`config.mk`:
```
export PLATFORM = sky130hd
export DESIGN_NAME = midpoint_ellipse_raster_core_flat
export DESIGN_NICKNAME = d
export VERILOG_FILES = /design/src/hw/rtl/merc_pkg.sv /design/src/hw/rtl/merc_if.sv /design/src/hw/rtl/merc_front.sv /design/src/hw/rtl/merc_back.sv /design/src/hw/rtl/midpoint_ellipse_raster_core.sv /design/src/flat_wrapper.sv
export SDC_FILE = /design/constraint.sdc
export NUM_CORES = 2
export LEC_CHECK = 0
export BUFFER_PORTS_ARGS = -buffer_cell sky130_fd_sc_hd__buf_4
export CORE_UTILIZATION = 35
export CTS_BUF_LIST = sky130_fd_sc_hd__clkbuf_2
export CTS_CLUSTER_SIZE = 25
export DETAILED_ROUTE_END_ITERATION = 10
export PLACE_DENSITY = 0.61
export SYNTH_ARGS = -nofsm -noshare
export SYNTH_HDL_FRONTEND = slang
export SYNTH_SLANG_ARGS = --single-unit
export TNS_END_PERCENT = 10
```
`constraint.sdc`:
```
create_clock -name clk -period 10.6 [get_ports clk]
set_input_delay 1.59 -clock clk [delete_from_list [all_inputs] [get_ports clk]]
set_output_delay 1.59 -clock clk [all_outputs]
set_load 0.01 [all_outputs]
```
`src/hw/rtl/merc_pkg.sv`:
```
// Shared constants, command codes and queue head type for the ellipse rasteriser.
package merc_pkg;

  localparam int COORD_BITS_DEF  = 12;
  localparam int RADIUS_BITS_DEF = 11;
  localparam int COLOR_BITS      = 24;
  localparam int QUEUE_DEPTH     = 2;

  localparam logic REQ_START   = 1'b0;
  localparam logic REQ_ADVANCE = 1'b1;

  typedef enum logic [1:0] {
    CMD_START,
    CMD_STOP,
    CMD_ADVANCE
  } cmd_t;

  typedef struct packed {
    logic valid;
    cmd_t cmd;
  } q_head_t;

endpackage

```
`src/hw/rtl/merc_if.sv`:
```
// Request and pixel channel interfaces of the ellipse rasteriser.
interface merc_in_if #(
  parameter int COORD_BITS  = merc_pkg::COORD_BITS_DEF,
  parameter int RADIUS_BITS = merc_pkg::RADIUS_BITS_DEF
);
  logic                            valid;
  logic                            ready;
  logic                            req_type;
  logic [COORD_BITS-1:0]           center_x;
  logic [COORD_BITS-1:0]           center_y;
  logic [RADIUS_BITS-1:0]          radius_x;
  logic [RADIUS_BITS-1:0]          radius_y;
  logic [merc_pkg::COLOR_BITS-1:0] color;

  modport source (output valid, req_type, center_x, center_y, radius_x, radius_y, color,
                  input ready);
  modport sink (input valid, req_type, center_x, center_y, radius_x, radius_y, color,
                output ready);
endinterface

interface merc_out_if #(
  parameter int COORD_BITS = merc_pkg::COORD_BITS_DEF
);
  logic                            valid;
  logic                            ready;
  logic signed [COORD_BITS+1:0]    px_right;
  logic signed [COORD_BITS+1:0]    px_left;
  logic signed [COORD_BITS+1:0]    py_down;
  logic signed [COORD_BITS+1:0]    py_up;
  logic [merc_pkg::COLOR_BITS-1:0] pixel_color;
  logic                            last_point;

  modport source (output valid, px_right, px_left, py_down, py_up, pixel_color, last_point,
                  input ready);
  modport sink (input valid, px_right, px_left, py_down, py_up, pixel_color, last_point,
                output ready);
endinterface

```
`src/hw/rtl/merc_front.sv`:
```
// Front end: accepts request beats, classifies them and holds them in a short queue.
module merc_front #(
  parameter int COORD_BITS  = merc_pkg::COORD_BITS_DEF,
  parameter int RADIUS_BITS = merc_pkg::RADIUS_BITS_DEF
) (
  input  logic                            clk,
  input  logic                            rst_n,
  merc_in_if.sink                         in_ch,
  input  logic                            pop,
  output merc_pkg::q_head_t               head,
  output logic [COORD_BITS-1:0]           head_cx,
  output logic [COORD_BITS-1:0]           head_cy,
  output logic [RADIUS_BITS-1:0]          head_rx,
  output logic [RADIUS_BITS-1:0]          head_ry,
  output logic [merc_pkg::COLOR_BITS-1:0] head_color
);
  import merc_pkg::*;

  localparam int AW = (QUEUE_DEPTH > 1) ? $clog2(QUEUE_DEPTH) : 1;
  localparam int CW = $clog2(QUEUE_DEPTH + 1);

  cmd_t                   q_cmd_r [QUEUE_DEPTH];
  logic [COORD_BITS-1:0]  q_cx_r  [QUEUE_DEPTH];
  logic [COORD_BITS-1:0]  q_cy_r  [QUEUE_DEPTH];
  logic [RADIUS_BITS-1:0] q_rx_r  [QUEUE_DEPTH];
  logic [RADIUS_BITS-1:0] q_ry_r  [QUEUE_DEPTH];
  logic [COLOR_BITS-1:0]  q_col_r [QUEUE_DEPTH];

  logic [AW-1:0] wr_ptr_r, wr_ptr_nxt;
  logic [AW-1:0] rd_ptr_r, rd_ptr_nxt;
  logic [CW-1:0] cnt_r, cnt_nxt;
  logic          push;
  cmd_t          in_cmd;

  // zero radius on a start just stops whatever ellipse is running
  always_comb begin
    unique case (in_ch.req_type)
      REQ_ADVANCE: in_cmd = CMD_ADVANCE;
      REQ_START: begin
        if ((in_ch.radius_x == '0) || (in_ch.radius_y == '0)) begin
          in_cmd = CMD_STOP;
        end else begin
          in_cmd = CMD_START;
        end
      end
      default: in_cmd = CMD_ADVANCE;
    endcase
  end

  assign in_ch.ready = (cnt_r != CW'(QUEUE_DEPTH));
  assign push        = in_ch.valid && in_ch.ready;

  always_comb begin
    wr_ptr_nxt = wr_ptr_r;
    rd_ptr_nxt = rd_ptr_r;
    if (push) begin
      wr_ptr_nxt = (wr_ptr_r == AW'(QUEUE_DEPTH - 1)) ? '0 : wr_ptr_r + 1'b1;
    end
    if (pop) begin
      rd_ptr_nxt = (rd_ptr_r == AW'(QUEUE_DEPTH - 1)) ? '0 : rd_ptr_r + 1'b1;
    end
    cnt_nxt = cnt_r + CW'(push) - CW'(pop);
  end

  always_ff @(posedge clk) begin
    if (!rst_n) begin
      wr_ptr_r <= '0;
      rd_ptr_r <= '0;
      cnt_r    <= '0;
    end else begin
      wr_ptr_r <= wr_ptr_nxt;
      rd_ptr_r <= rd_ptr_nxt;
      cnt_r    <= cnt_nxt;
    end
  end

  always_ff @(posedge clk) begin
    if (push) begin
      q_cmd_r[wr_ptr_r] <= in_cmd;
      q_cx_r[wr_ptr_r]  <= in_ch.center_x;
      q_cy_r[wr_ptr_r]  <= in_ch.center_y;
      q_rx_r[wr_ptr_r]  <= in_ch.radius_x;
      q_ry_r[wr_ptr_r]  <= in_ch.radius_y;
      q_col_r[wr_ptr_r] <= in_ch.color;
    end
  end

  assign head.valid = (cnt_r != '0);
  assign head.cmd   = q_cmd_r[rd_ptr_r];
  assign head_cx    = q_cx_r[rd_ptr_r];
  assign head_cy    = q_cy_r[rd_ptr_r];
  assign head_rx    = q_rx_r[rd_ptr_r];
  assign head_ry    = q_ry_r[rd_ptr_r];
  assign head_color = q_col_r[rd_ptr_r];

`ifndef NO_ASSERTIONS
  a_no_pop_empty: assert property (@(posedge clk) disable iff (!rst_n)
    pop |-> head.valid)
    else $error("queue popped while empty");

  a_cnt_bound: assert property (@(posedge clk) disable iff (!rst_n)
    cnt_r <= CW'(QUEUE_DEPTH))
    else $error("queue fill count beyond depth");

  a_ptr_gap: assert property (@(posedge clk) disable iff (!rst_n)
    (cnt_r == '0) |-> (wr_ptr_r == rd_ptr_r))
    else $error("empty queue with pointers apart");
`endif

endmodule

```
`src/hw/rtl/merc_back.sv`:
```
// Back end: ellipse sequencer with shared multiplier, midpoint stepping and output register.
module merc_back #(
  parameter int COORD_BITS  = merc_pkg::COORD_BITS_DEF,
  parameter int RADIUS_BITS = merc_pkg::RADIUS_BITS_DEF
) (
  input  logic                            clk,
  input  logic                            rst_n,
  input  merc_pkg::q_head_t               head,
  input  logic [COORD_BITS-1:0]           head_cx,
  input  logic [COORD_BITS-1:0]           head_cy,
  input  logic [RADIUS_BITS-1:0]          head_rx,
  input  logic [RADIUS_BITS-1:0]          head_ry,
  input  logic [merc_pkg::COLOR_BITS-1:0] head_color,
  output logic                            pop,
  merc_out_if.source                      out_ch
);
  import merc_pkg::*;

  localparam int RB  = RADIUS_BITS;
  localparam int OW  = COORD_BITS + 2;   // pixel field width
  localparam int OFW = RB + 1;           // x / y offset
  localparam int SQW = 2 * RB;           // squared radius, multiplier port A
  localparam int TW  = 2 * RB + 4;       // squared term, multiplier port B
  localparam int PW  = 4 * RB + 4;       // product
  localparam int ABW = 4 * RB;           // a^2 * b^2
  localparam int GW  = 3 * RB + 3;       // gradients
  localparam int DW  = 4 * RB + 6;       // decision, four times the real value

  typedef enum logic [3:0] {
    S_RUN,
    S_ASQ,
    S_BSQ,
    S_AB,
    S_ABSQ,
    S_ARM,
    S_TX,
    S_TY,
    S_P1,
    S_P2,
    S_P3
  } state_t;

  state_t                  state_r;
  logic                    active_r;
  logic                    region2_r;
  logic [COORD_BITS-1:0]   cx_r, cy_r;
  logic [RB-1:0]           ra_r, rb_r;
  logic [OFW-1:0]          xo_r, yo_r;
  logic [SQW-1:0]          asq_r, bsq_r;
  logic [ABW-1:0]          absq_r;
  logic [TW-1:0]           t_r;
  logic [PW-1:0]           prod_r;
  logic signed [GW-1:0]    gx_r, gy_r;
  logic signed [DW-1:0]    dec_r;
  logic [COLOR_BITS-1:0]   col_r;

  logic                    out_valid_r;
  logic signed [OW-1:0]    px_right_r, px_left_r, py_down_r, py_up_r;
  logic [COLOR_BITS-1:0]   pix_col_r;
  logic                    last_r;

  logic                    slot_free, to_r2, is_last, emit, enter_r2;
  logic [SQW-1:0]          mul_a;
  logic [TW-1:0]           mul_b;
  logic [PW-1:0]           mul_p;
  logic [OFW:0]            tx;
  logic [OFW-1:0]          ty_abs;
  logic signed [GW-1:0]    asq2_g, bsq2_g, gx_step, gy_step;
  logic signed [DW-1:0]    gx_d, gy_d, asq_d, bsq_d, prod_d, absq_d, dterm;
  logic [OFW-1:0]          xo_nxt, yo_nxt;
  logic signed [GW-1:0]    gx_nxt, gy_nxt;
  logic signed [DW-1:0]    dec_nxt;

  assign slot_free = !out_valid_r || out_ch.ready;
  assign to_r2     = !region2_r && !(gx_r < gy_r);
  assign is_last   = region2_r && (yo_r == '0);

  always_comb begin
    pop      = 1'b0;
    emit     = 1'b0;
    enter_r2 = 1'b0;
    if ((state_r == S_RUN) && head.valid) begin
      unique case (head.cmd)
        CMD_START, CMD_STOP: pop = 1'b1;
        CMD_ADVANCE: begin
          if (!active_r) begin
            pop = 1'b1;
          end else if (to_r2) begin
            // the beat stays at the head until region two is set up
            enter_r2 = 1'b1;
          end else if (slot_free) begin
            pop  = 1'b1;
            emit = 1'b1;
          end
        end
        default: pop = 1'b1;
      endcase
    end
  end

  // shared multiplier, one product per cycle
  assign tx     = {xo_r, 1'b1};
  assign ty_abs = (yo_r == '0) ? OFW'(1) : yo_r - 1'b1;

  always_comb begin
    unique case (state_r)
      S_ASQ: begin mul_a = SQW'(ra_r);   mul_b = TW'(ra_r);   end
      S_BSQ: begin mul_a = SQW'(rb_r);   mul_b = TW'(rb_r);   end
      S_AB:  begin mul_a = asq_r;        mul_b = TW'(rb_r);   end
      S_ABSQ: begin mul_a = asq_r;       mul_b = TW'(bsq_r);  end
      S_TX:  begin mul_a = SQW'(tx);     mul_b = TW'(tx);     end
      S_TY:  begin mul_a = SQW'(ty_abs); mul_b = TW'(ty_abs); end
      S_P1:  begin mul_a = bsq_r;        mul_b = t_r;         end
      S_P2:  begin mul_a = asq_r;        mul_b = t_r;         end
      default: begin mul_a = '0;         mul_b = '0;          end
    endcase
  end

  assign mul_p = mul_a * mul_b;

  // midpoint step
  assign asq2_g  = $signed({{(GW-SQW-1){1'b0}}, asq_r, 1'b0});
  assign bsq2_g  = $signed({{(GW-SQW-1){1'b0}}, bsq_r, 1'b0});
  assign gx_step = gx_r + bsq2_g;
  assign gy_step = gy_r - asq2_g;
  assign gx_d    = {{(DW-GW){gx_step[GW-1]}}, gx_step};
  assign gy_d    = {{(DW-GW){gy_step[GW-1]}}, gy_step};
  assign asq_d   = $signed({{(DW-SQW){1'b0}}, asq_r});
  assign bsq_d   = $signed({{(DW-SQW){1'b0}}, bsq_r});
  assign prod_d  = $signed({{(DW-PW){1'b0}}, prod_r});
  assign absq_d  = $signed({{(DW-ABW){1'b0}}, absq_r});

  always_comb begin
    if (!region2_r) begin
      xo_nxt = xo_r + 1'b1;
      gx_nxt = gx_step;
      if (dec_r[DW-1]) begin
        yo_nxt = yo_r;
        gy_nxt = gy_r;
        dterm  = gx_d + bsq_d;
      end else begin
        yo_nxt = yo_r - 1'b1;
        gy_nxt = gy_step;
        dterm  = gx_d - gy_d + bsq_d;
      end
    end else begin
      yo_nxt = yo_r - 1'b1;
      gy_nxt = gy_step;
      if (!dec_r[DW-1] && (dec_r != '0)) begin
        xo_nxt = xo_r;
        gx_nxt = gx_r;
        dterm  = asq_d - gy_d;
      end else begin
        xo_nxt = xo_r + 1'b1;
        gx_nxt = gx_step;
        dterm  = gx_d - gy_d + asq_d;
      end
    end
    dec_nxt = dec_r + (dterm <<< 2);
  end

  always_ff @(posedge clk) begin
    if (!rst_n) begin
      state_r     <= S_RUN;
      active_r    <= 1'b0;
      region2_r   <= 1'b0;
      out_valid_r <= 1'b0;
    end else begin
      prod_r <= mul_p;

      if (emit) begin
        out_valid_r <= 1'b1;
        px_right_r  <= OW'(cx_r) + OW'(xo_r);
        px_left_r   <= OW'(cx_r) - OW'(xo_r);
        py_down_r   <= OW'(cy_r) + OW'(yo_r);
        py_up_r     <= OW'(cy_r) - OW'(yo_r);
        pix_col_r   <= col_r;
        last_r      <= is_last;
      end else if (out_ch.ready) begin
        out_valid_r <= 1'b0;
      end

      unique case (state_r)
        S_RUN: begin
          if (enter_r2) begin
            region2_r <= 1'b1;
            state_r   <= S_TX;
          end else if (pop) begin
            unique case (head.cmd)
              CMD_START: begin
                active_r  <= 1'b0;
                region2_r <= 1'b0;
                cx_r      <= head_cx;
                cy_r      <= head_cy;
                col_r     <= head_color;
                ra_r      <= head_rx;
                rb_r      <= head_ry;
                xo_r      <= '0;
                yo_r      <= OFW'(head_ry);
                gx_r      <= '0;
                state_r   <= S_ASQ;
              end
              CMD_STOP: active_r <= 1'b0;
              CMD_ADVANCE: begin
                if (emit) begin
                  if (is_last) begin
                    active_r <= 1'b0;
                  end else begin
                    xo_r  <= xo_nxt;
                    yo_r  <= yo_nxt;
                    gx_r  <= gx_nxt;
                    gy_r  <= gy_nxt;
                    dec_r <= dec_nxt;
                  end
                end
              end
              default: active_r <= 1'b0;
            endcase
          end
        end
        S_ASQ: state_r <= S_BSQ;
        S_BSQ: begin
          asq_r   <= prod_r[SQW-1:0];
          state_r <= S_AB;
        end
        S_AB: begin
          bsq_r   <= prod_r[SQW-1:0];
          state_r <= S_ABSQ;
        end
        S_ABSQ: begin
          // product holds a^2 * b
          gy_r    <= $signed({prod_r[GW-2:0], 1'b0});
          dec_r   <= (bsq_d <<< 2) - (prod_d <<< 2) + asq_d;
          state_r <= S_ARM;
        end
        S_ARM: begin
          absq_r   <= prod_r[ABW-1:0];
          active_r <= 1'b1;
          state_r  <= S_RUN;
        end
        S_TX: state_r <= S_TY;
        S_TY: begin
          t_r     <= prod_r[TW-1:0];
          state_r <= S_P1;
        end
        S_P1: begin
          t_r     <= prod_r[TW-1:0];
          state_r <= S_P2;
        end
        S_P2: begin
          dec_r   <= prod_d;
          state_r <= S_P3;
        end
        S_P3: begin
          dec_r   <= dec_r + (prod_d <<< 2) - (absq_d <<< 2);
          state_r <= S_RUN;
        end
        default: state_r <= S_RUN;
      endcase
    end
  end

  assign out_ch.valid       = out_valid_r;
  assign out_ch.px_right    = px_right_r;
  assign out_ch.px_left     = px_left_r;
  assign out_ch.py_down     = py_down_r;
  assign out_ch.py_up       = py_up_r;
  assign out_ch.pixel_color = pix_col_r;
  assign out_ch.last_point  = last_r;

`ifndef NO_ASSERTIONS
  a_no_pop_busy: assert property (@(posedge clk) disable iff (!rst_n)
    (state_r != S_RUN) |-> !pop)
    else $error("queue popped while sequencer busy");

  a_arm: assert property (@(posedge clk) disable iff (!rst_n)
    (state_r == S_ARM) |=> (active_r && (state_r == S_RUN)))
    else $error("start setup did not arm the ellipse");

  a_r2_setup: assert property (@(posedge clk) disable iff (!rst_n)
    (state_r == S_TX) |-> (region2_r && active_r))
    else $error("region two setup outside an active ellipse");

  a_no_overwrite: assert property (@(posedge clk) disable iff (!rst_n)
    emit |-> (!out_valid_r || out_ch.ready))
    else $error("pending output beat overwritten");
`endif

endmodule

```
`src/hw/rtl/midpoint_ellipse_raster_core.sv`:
```
// Top level of the midpoint ellipse rasteriser: front queue and back sequencer.
//
// A start beat (req_type 0) loads centre, radii and colour and gives no pixel beat; a start
// with either radius zero just leaves the block idle. Each advance beat (req_type 1) gives
// the next quadrant point as four mirrored coordinates, last_point set on the point with
// y offset zero; an advance while idle gives nothing. Beats pass through a two-entry queue
// into the back end, reaching it in the cycle after acceptance at the earliest. A point a
// cycle is sustained over advances of either region while the output is taken; a start
// holds the back end in S_ASQ through S_ARM while the shared registered multiplier works
// out a^2, b^2, a^2*b and a^2*b^2 in turn, and the crossing into region two runs once per
// ellipse through S_TX to S_P3 for the products of the region-two decision. Zero-radius
// starts and idle advances leave the back end in S_RUN. The input keeps accepting while
// the queue has room, and the registered output lets a finished point wait for its sink.
module midpoint_ellipse_raster_core #(
  parameter int COORD_BITS  = merc_pkg::COORD_BITS_DEF,
  parameter int RADIUS_BITS = merc_pkg::RADIUS_BITS_DEF
) (
  input  logic       clk,
  input  logic       rst_n,
  merc_in_if.sink    in_ch,
  merc_out_if.source out_ch
);
  import merc_pkg::*;

  q_head_t                head;
  logic                   pop;
  logic [COORD_BITS-1:0]  head_cx, head_cy;
  logic [RADIUS_BITS-1:0] head_rx, head_ry;
  logic [COLOR_BITS-1:0]  head_color;

  merc_front #(
    .COORD_BITS  (COORD_BITS),
    .RADIUS_BITS (RADIUS_BITS)
  ) u_front (
    .clk        (clk),
    .rst_n      (rst_n),
    .in_ch      (in_ch),
    .pop        (pop),
    .head       (head),
    .head_cx    (head_cx),
    .head_cy    (head_cy),
    .head_rx    (head_rx),
    .head_ry    (head_ry),
    .head_color (head_color)
  );

  merc_back #(
    .COORD_BITS  (COORD_BITS),
    .RADIUS_BITS (RADIUS_BITS)
  ) u_back (
    .clk        (clk),
    .rst_n      (rst_n),
    .head       (head),
    .head_cx    (head_cx),
    .head_cy    (head_cy),
    .head_rx    (head_rx),
    .head_ry    (head_ry),
    .head_color (head_color),
    .pop        (pop),
    .out_ch     (out_ch)
  );

endmodule

```
`src/flat_wrapper.sv`:
```
// flat-port wrapper written by rule: the top's interface ports become plain ports
module midpoint_ellipse_raster_core_flat import merc_pkg::*;
#(
  parameter int COORD_BITS  = merc_pkg::COORD_BITS_DEF,
  parameter int RADIUS_BITS = merc_pkg::RADIUS_BITS_DEF
)
  (clk, rst_n, in_ch_valid, in_ch_req_type, in_ch_center_x, in_ch_center_y, in_ch_radius_x, in_ch_radius_y, in_ch_color, in_ch_ready, out_ch_valid, out_ch_px_right, out_ch_px_left, out_ch_py_down, out_ch_py_up, out_ch_pixel_color, out_ch_last_point, out_ch_ready);
  merc_in_if #(.COORD_BITS(COORD_BITS), .RADIUS_BITS(RADIUS_BITS)) in_ch_i ();
  merc_out_if #(.COORD_BITS(COORD_BITS)) out_ch_i ();
  input  logic clk;
  input  logic rst_n;
  input wire logic [$bits(in_ch_i.valid)-1:0] in_ch_valid;
  input wire logic [$bits(in_ch_i.req_type)-1:0] in_ch_req_type;
  input wire logic [$bits(in_ch_i.center_x)-1:0] in_ch_center_x;
  input wire logic [$bits(in_ch_i.center_y)-1:0] in_ch_center_y;
  input wire logic [$bits(in_ch_i.radius_x)-1:0] in_ch_radius_x;
  input wire logic [$bits(in_ch_i.radius_y)-1:0] in_ch_radius_y;
  input wire logic [$bits(in_ch_i.color)-1:0] in_ch_color;
  output wire logic [$bits(in_ch_i.ready)-1:0] in_ch_ready;
  output wire logic [$bits(out_ch_i.valid)-1:0] out_ch_valid;
  output wire logic [$bits(out_ch_i.px_right)-1:0] out_ch_px_right;
  output wire logic [$bits(out_ch_i.px_left)-1:0] out_ch_px_left;
  output wire logic [$bits(out_ch_i.py_down)-1:0] out_ch_py_down;
  output wire logic [$bits(out_ch_i.py_up)-1:0] out_ch_py_up;
  output wire logic [$bits(out_ch_i.pixel_color)-1:0] out_ch_pixel_color;
  output wire logic [$bits(out_ch_i.last_point)-1:0] out_ch_last_point;
  input wire logic [$bits(out_ch_i.ready)-1:0] out_ch_ready;
  assign in_ch_i.valid = in_ch_valid;
  assign in_ch_i.req_type = in_ch_req_type;
  assign in_ch_i.center_x = in_ch_center_x;
  assign in_ch_i.center_y = in_ch_center_y;
  assign in_ch_i.radius_x = in_ch_radius_x;
  assign in_ch_i.radius_y = in_ch_radius_y;
  assign in_ch_i.color = in_ch_color;
  assign in_ch_ready = in_ch_i.ready;
  assign out_ch_valid = out_ch_i.valid;
  assign out_ch_px_right = out_ch_i.px_right;
  assign out_ch_px_left = out_ch_i.px_left;
  assign out_ch_py_down = out_ch_i.py_down;
  assign out_ch_py_up = out_ch_i.py_up;
  assign out_ch_pixel_color = out_ch_i.pixel_color;
  assign out_ch_last_point = out_ch_i.last_point;
  assign out_ch_i.ready = out_ch_ready;
  midpoint_ellipse_raster_core #(.COORD_BITS(COORD_BITS), .RADIUS_BITS(RADIUS_BITS)) u_core (.clk(clk), .rst_n(rst_n), .in_ch(in_ch_i), .out_ch(out_ch_i));
endmodule
```
Word level (Yosys, flattened, before mapping)
Memory sizes are Yosys's and may differ from the RTL's. A register that Yosys moved wholly into a read port is not among the register bits.
Cells that the tools add are included.
Storage, ports and cells
  flip-flop bits (word level): 411
  memories kept: 6
  output and inout port bits: 83
  memory bits (writable): 144
  input port bits: 75
Cells by class
  bitwise operators: 2
  add/subtract/negate cells: 22
  multiplexer cells: 72
  reduce and logical (&&, ||, !) cells: 42
  multipliers: 1
  magnitude comparators: 1
  eq/ne operators: 26
Memory list
  u_core.u_front.q_col_r: depth 2, width 24, read ports 1, clocked after Yosys merged registers in 1, write ports 1, RTL line merc_front.sv:27  | logic [COLOR_BITS-1:0] q_col_r [QUEUE_DEPTH];
  u_core.u_front.q_cx_r: depth 2, width 12, read ports 1, clocked after Yosys merged registers in 1, write ports 1, RTL line merc_front.sv:23  | logic [COORD_BITS-1:0] q_cx_r [QUEUE_DEPTH];
  u_core.u_front.q_cy_r: depth 2, width 12, read ports 1, clocked after Yosys merged registers in 1, write ports 1, RTL line merc_front.sv:24  | logic [COORD_BITS-1:0] q_cy_r [QUEUE_DEPTH];
  u_core.u_front.q_rx_r: depth 2, width 11, read ports 1, clocked after Yosys merged registers in 1, write ports 1, RTL line merc_front.sv:25  | logic [RADIUS_BITS-1:0] q_rx_r [QUEUE_DEPTH];
  u_core.u_front.q_ry_r: depth 2, width 11, read ports 1, clocked after Yosys merged registers in 1, write ports 1, RTL line merc_front.sv:26  | logic [RADIUS_BITS-1:0] q_ry_r [QUEUE_DEPTH];
  u_core.u_front.q_cmd_r: depth 2, width 2, read ports 1, clocked after Yosys merged registers in 1, write ports 1, RTL line merc_front.sv:22  | cmd_t q_cmd_r [QUEUE_DEPTH];
Operators by type and width (number)
  $mux W36: 11
  $mux W50: 5
  $pmux W50 S4: 1
  $pmux W26 S6: 1
  $mux W48: 3
  $pmux W36 S2: 2
  $pmux W22 S6: 1
  $mux W12: 9
  $add A50 B50 Y50: 2
  $add A37 B23 Y38: 2
  $add A50 B23 Y50: 1
  $reduce_bool A50 Y1: 1
  $sub A25 B50 Y50: 1
  $sub A50 B47 Y50: 1
  $mul A22 B26 Y48: 1
  $pmux W12 S2: 2
  $add A36 B23 Y37: 1
  $sub A23 B36 Y37: 1
  $sub A36 B36 Y37: 1
  $add A36 B24 Y36: 1
  $lt A36 B36 Y1: 1
  $pmux W4 S9: 1
  $sub A36 B24 Y36: 1
  $mux W1: 31
  36 further kinds: 84

Logic depth before layout (Yosys ltp)
  word-level depth: 12
  mapped depth: 49
  mapped depth without buffers: 49

Hierarchy
A second synthesis with hierarchy kept.
Second synthesis, totals
  cell total of the unflattened synthesis: 6484
  area total of the unflattened synthesis: 61821.8 µm²
By module, submodules not included
  merc_back: cells an instance 6223, times used 1, area an instance 56282.7 µm²
  merc_front: cells an instance 261, times used 1, area an instance 5539.1 µm²

Least setup slack after synthesis
OpenSTA, ideal clock, no wires.
  path type: register to register
  start: register u_core.u_back.gx_r[2]
  end: register u_core.u_back.gy_r[10], enable pin
  required time: 9.984 ns
  buffers on the path: 1
  period minus slack after synthesis: 9.567 ns
  arrival: 8.951 ns
  path slack: 1.033 ns
  cell stages (with the launch flop): 19
  setup time: 0.616 ns
  path through: edfxtp_1 -> ha_1 -> a21o_1 -> a21o_1 -> a21o_1 -> a21o_1 -> a21o_1 -> a21o_1 -> a21o_1 -> a21o_1 -> a21o_1 -> a21oi_1 -> o31a_1 -> o31ai_1 -> a21o_1 -> or3_1 -> clkbuf_1 -> a211o_1 -> a2111oi_0
Between the ends
  cells in the longest elaborated chain, start to end: 9
  elaborated cells on any way between the ends: 18
  those cells by class: 1 x order compare; 3 x eq/ne; 11 x mux; 3 x reduce/logical
Ends and longest elaborated chain
  from (decl): RTL line merc_back.sv:53  | logic signed [GW-1:0] gx_r, gy_r;
  from (signal assigned): RTL line merc_back.sv:211  | gx_r <= gx_nxt;
  $lt A36 B36 Y1 (*): RTL line merc_back.sv:75  | assign to_r2 = !region2_r && !(gx_r < gy_r);
  $logic_not A1 Y1 (*): RTL line merc_back.sv:75
  $logic_and A1 B1 Y1 (*): RTL line merc_back.sv:75
  $mux W1: RTL line merc_back.sv:88  | end else if (to_r2) begin
  $mux W1: RTL line merc_back.sv:86  | if (!active_r) begin
  $mux W1: RTL line merc_back.sv:83  | unique case (head.cmd)
  $mux W1: RTL line merc_back.sv:82  | if ((state_r == S_RUN) && head.valid) begin
  $ne A2 B2 Y1 (no source line) or $ne A2 B1 Y1 (tied branches)
  $reduce_and A8 Y1 (no source line) (*)
  to (signal assigned): RTL line merc_back.sv:212  | gy_r <= gy_nxt;
  to (signal assigned): RTL line merc_back.sv:232  | gy_r <= $signed({prod_r[GW-2:0], 1'b0});
  to (decl): RTL line merc_back.sv:53
Every way passes the cells marked *; elsewhere a longest branch is shown, timed or not.
A chain may end at the register's enable or synchronous reset.

Final worst setup path
  start: register u_core.u_back.bsq_r[0]
  end: register u_core.u_back.dec_r[49] (data pin)
Between the ends
  cells in the longest elaborated chain, start to end: 12
  elaborated cells on any way between the ends: 17
  those cells by class: 8 x add/sub; 9 x mux
Ends and longest elaborated chain
  from (decl): RTL line merc_back.sv:49  | logic [SQW-1:0] asq_r, bsq_r;
  from (signal assigned): RTL line merc_back.sv:227  | bsq_r <= prod_r[SQW-1:0];
  $add A36 B24 Y36: RTL line merc_back.sv:124  | assign gx_step = gx_r + bsq2_g;
  $sub A36 B36 Y37: RTL line merc_back.sv:144, merc_back.sv:156
  $add A37 B23 Y38, on equally long branches: RTL line merc_back.sv:144, merc_back.sv:156
  $mux W48, on equally long branches: RTL line merc_back.sv:137, merc_back.sv:149
  $mux W48: RTL line merc_back.sv:134  | if (!region2_r) begin
  $add A50 B50 Y50: RTL line merc_back.sv:159  | dec_nxt = dec_r + (dterm <<< 2);
  $mux W50: RTL line merc_back.sv:206  | if (is_last) begin
  $mux W50: RTL line merc_back.sv:205  | if (emit) begin
  $mux W50: RTL line merc_back.sv:189  | unique case (head.cmd)
  $mux W50: RTL line merc_back.sv:188  | end else if (pop) begin
  $mux W50: RTL line merc_back.sv:185  | if (enter_r2) begin
  $pmux W50 S4 (*): RTL line merc_back.sv:183  | unique case (state_r)
  to (signal assigned): RTL line merc_back.sv:213  | dec_r <= dec_nxt;
  to (signal assigned): RTL line merc_back.sv:233  | dec_r <= (bsq_d <<< 2) - (prod_d <<< 2) + asq_d;
  to (signal assigned): RTL line merc_back.sv:251  | dec_r <= prod_d;
  to (decl): RTL line merc_back.sv:54  | logic signed [DW-1:0] dec_r;
Every way passes the cells marked *; elsewhere a longest branch is shown, timed or not. The select of a mux whose other input is x is not followed.

==> impl_metrics.json <==
{
  "synth_cell_type_count": 104,
  "fmax_ghz": 0.0994,
  "area_growth_pct": 11.1,
  "post-route-min-period_ps": 10060,
  "cp_common_cell": "a21oi_1",
  "fin_crit_sh_pct": 94.9,
  "p_switching_mw": 4.25,
  "cp_max_fo": 5,
  "yosysTopAreaCellShare_pct": 28.9,
  "status": "finished clean",
  "slowest_delay_ps": 630,
  "async_flop_share_pct": 0,
  "seqPwrFrac_pct": 31.7,
  "crit_path_end_kind": "flip-flop",
  "arrival_ps": 11440,
  "critPathKind": "reg2reg",
  "fin_ws_ps": 541,
  "critPathRequiredTime_ps": 11980,
  "p_leak_nw": 30.1,
  "cts_tree": "yes",
  "worst_clock_skew_ps": 153,
  "yosysTopAreaCell": "edfxtp_1",
  "setup-violations-final": 0,
  "numPortBuffers": 155,
  "final_cells": 9302,
  "num_vias": 50000,
  "ys_seq_area_share_pct": 29.3,
  "ys_warn_count": 0,
  "p_comb_share_pct": 49.7,
  "p_clk_share_pct": 18.6,
  "grt_util_all_layers_pct": 22.2,
  "drv_slew": 0,
  "final_nets": 7990,
  "path_clk_slew_ps": 110,
  "post_cts_buffers": 0,
  "clock-sinks": 607,
  "drive_gt1_share_pct": 10.7,
  "ir_worst_vdd_uv": 89.2,
  "grt_max_degree": 76,
  "whs_ps": 198,
  "grt-ovfl-total": 0,
  "die_y_microns": 422,
  "yosys-top-cells-area": "edfxtp_1, fa_1, ha_1",
  "drt-wirelength-per-cell_microns": 21.5,
  "routed_wl_mm": 200,
  "grt_pass1_wl_mm": 304,
  "hold_viol": 0,
  "cts_buffer_depth": 3,
  "p_per_area_mw_per_mm2": 142,
  "synth-seq-cells": 607,
  "worst_pin_slew_ps": 1440,
  "setup-tns-final_ps": 0,
  "grt_pass1_vias": 50400,
  "row_count": 153,
  "dp_hpwl_mm": 157,
  "drt_first_pass_iters": 6,
  "dr.first_iter.drc_count": 4576,
  "ant_nets": 0,
  "rsz0062_at_grt": "false",
  "post-place-ws_ps": 55.5,
  "io_pins": 158,
  "synth_edf_count": 595,
  "start_util_pct": 35.4,
  "clk_latency_ps": 1690,
  "syn_avg_cell_area_sq_um": 9.50,
  "min_path_type": "in2reg",
  "layout_commonest_cell": "inv_1",
  "intPower_mw": 5.50,
  "cts_buffers": 166,
  "drcViolationCount": 0,
  "cpMaxStageDelayCell": "or4_1",
  "netlist_instances": 6505,
  "place_congestion": 0.962,
  "slew_headroom_pct": 4.02,
  "dieArea_sq_mm": 0.178,
  "h-tree-depth": 4,
  "die_w_microns": 422,
  "root_buffer": "clkbuf_2",
  "post_drt_via_cell_ratio": 5.38,
  "maxCapViolations": 0,
  "place_inst": 8932,
  "synth_area_sq_mm": 0.0618,
  "antenna_found_initial": 7,
  "synthFlopType": "edfxtp_1",
  "core_area_sq_mm": 0.175,
  "final_cell_mix": "inv_1, nand2_1, nor2_1",
  "netSwitchingFraction_pct": 43.6,
  "cp-start-kind": "flip-flop"
}
## per-stage QoR
step	utilization, %	instance area [sq um]	power, mW
after CTS	39.3	68600	9.71
after detailed placement	38.0	66400	7.82
after floorplan	-	61800	6.49
final	39.3	68700	9.74
after global routing	39.3	68700	10.4
after global placement	38.0	66400	7.77
## per-layer routing
layer | track usage (%) | vias to the layer above | share of wire [%]
met2 | 34.5 | 2073 | 45
met1 | 31.0 | 24800 | 44
met3 | 4.42 | 287 | 9.0
met4 | 6.31 | 2 | 2.6
met5 | 0 | - | 0.010
li1 | - | 22800 | -
## kinds of logic (layout without fill, tap and decap cells)
kind of cell	count (synthesis)	in the layout	share of synthesized area, %
and+or+nand+nor	1850	1850	13.5
muxes	86	86	1.55
other	1	11	0.00607
adders and majority gates	1088	1088	28.7
AOI/OAI and AO/OA	1265	1265	13.6
xor gates and xnor gates	425	425	6.11
buffers and inverters	1183	1645	7.25
DFF	607	607	29.3
## worst max-delay path: cells and delay by family, from the launching register on
family | cells | cell delay [ps]
DFF | 1 | 480
AOI/OAI and AO/OA | 28 | 5490
and+or+nand+nor | 6 | 1320
xor gates and xnor gates | 4 | 620
buffers and inverters | 2 | 300
adders and majority gates | 5 | 1600
## state kept, by name, indices dropped and copies added, names as in the netlist, 13 cells and up, named ones only
name,count
u_core.u_back.dec_r,50
u_core.u_back.prod_r,48
u_core.u_front.q_col_r,48
u_core.u_back.absq_r,44
u_core.u_back.gx_r,35
u_core.u_back.gy_r,35
u_core.u_back.t_r,26
u_core.u_back.col_r,24
u_core.u_back.out_ch.pixel_color,24
u_core.u_front.q_cx_r,24
u_core.u_front.q_cy_r,24
u_core.u_back.asq_r,22
u_core.u_back.bsq_r,22
u_core.u_front.q_rx_r,22
u_core.u_front.q_ry_r,22
u_core.u_back.out_ch.px_right,13
u_core.u_back.out_ch.py_down,13
## synth_stat cells, drive strengths merged (75+ instances only)
cell type / n
inv: 968
nand2: 628
nor2: 605
edfxtp: 595
fa: 553
ha: 523
a21oi: 349
xnor2: 290
o21ai: 286
clkbuf: 182
xor2: 135
a21o: 119
nor3: 107
nand3: 91
mux2: 75
nand2b: 75
## power groups by stage
stage	registers [mW]	clock network (mW)	logic, mW
4_1_cts	3.09	1.88	4.75
5_1_grt	3.11	1.98	5.28
6_report	3.09	1.81	4.84
2_1_floorplan	3.09	0	3.40
3_5_place_dp	3.14	0	4.68
3_3_place_gp	3.14	0	4.64
## area by class of cell
| class | count | area (sq um) |
|---|---|---|
| clock inverters | 70 | 438 |
| repair buffers | 380 | 3010 |
| well taps | 2325 | 2910 |
| flip-flops and latches | 607 | 18100 |
| diodes | 9 | 22.5 |
| inverters | 968 | 3630 |
| multi-input cells | 4716 | 39400 |
| fillers | 17400 | 106000 |
| clock buffers | 227 | 1140 |
## worst paths after layout
kind	slack, ps	endpoint	startpoint	depth (start not counted)
max	540	u_core.u_back.dec_r[49]$_DFFE_PP_	u_core.u_back.bsq_r[0]$_DFFE_PP_	45
max reg2reg	540	u_core.u_back.dec_r[49]$_DFFE_PP_	u_core.u_back.bsq_r[0]$_DFFE_PP_	45
min reg2reg	420	u_core.u_back.out_ch.pixel_color[11]$_DFFE_PP_	u_core.u_back.col_r[11]$_DFFE_PP_	0
min	200	u_core.u_front.q_rx_r[0][1]$_DFFE_PP_	in_ch_radius_x[1]	1
## repair_timing
action	4_1_cts	5_1_grt
setup endpoints to repair	2	10
hold buffers	64	0
endpoints found under the hold margin	126	0
resized for setup	1	9
No activity file was read; power rests on OpenSTA's default activity.
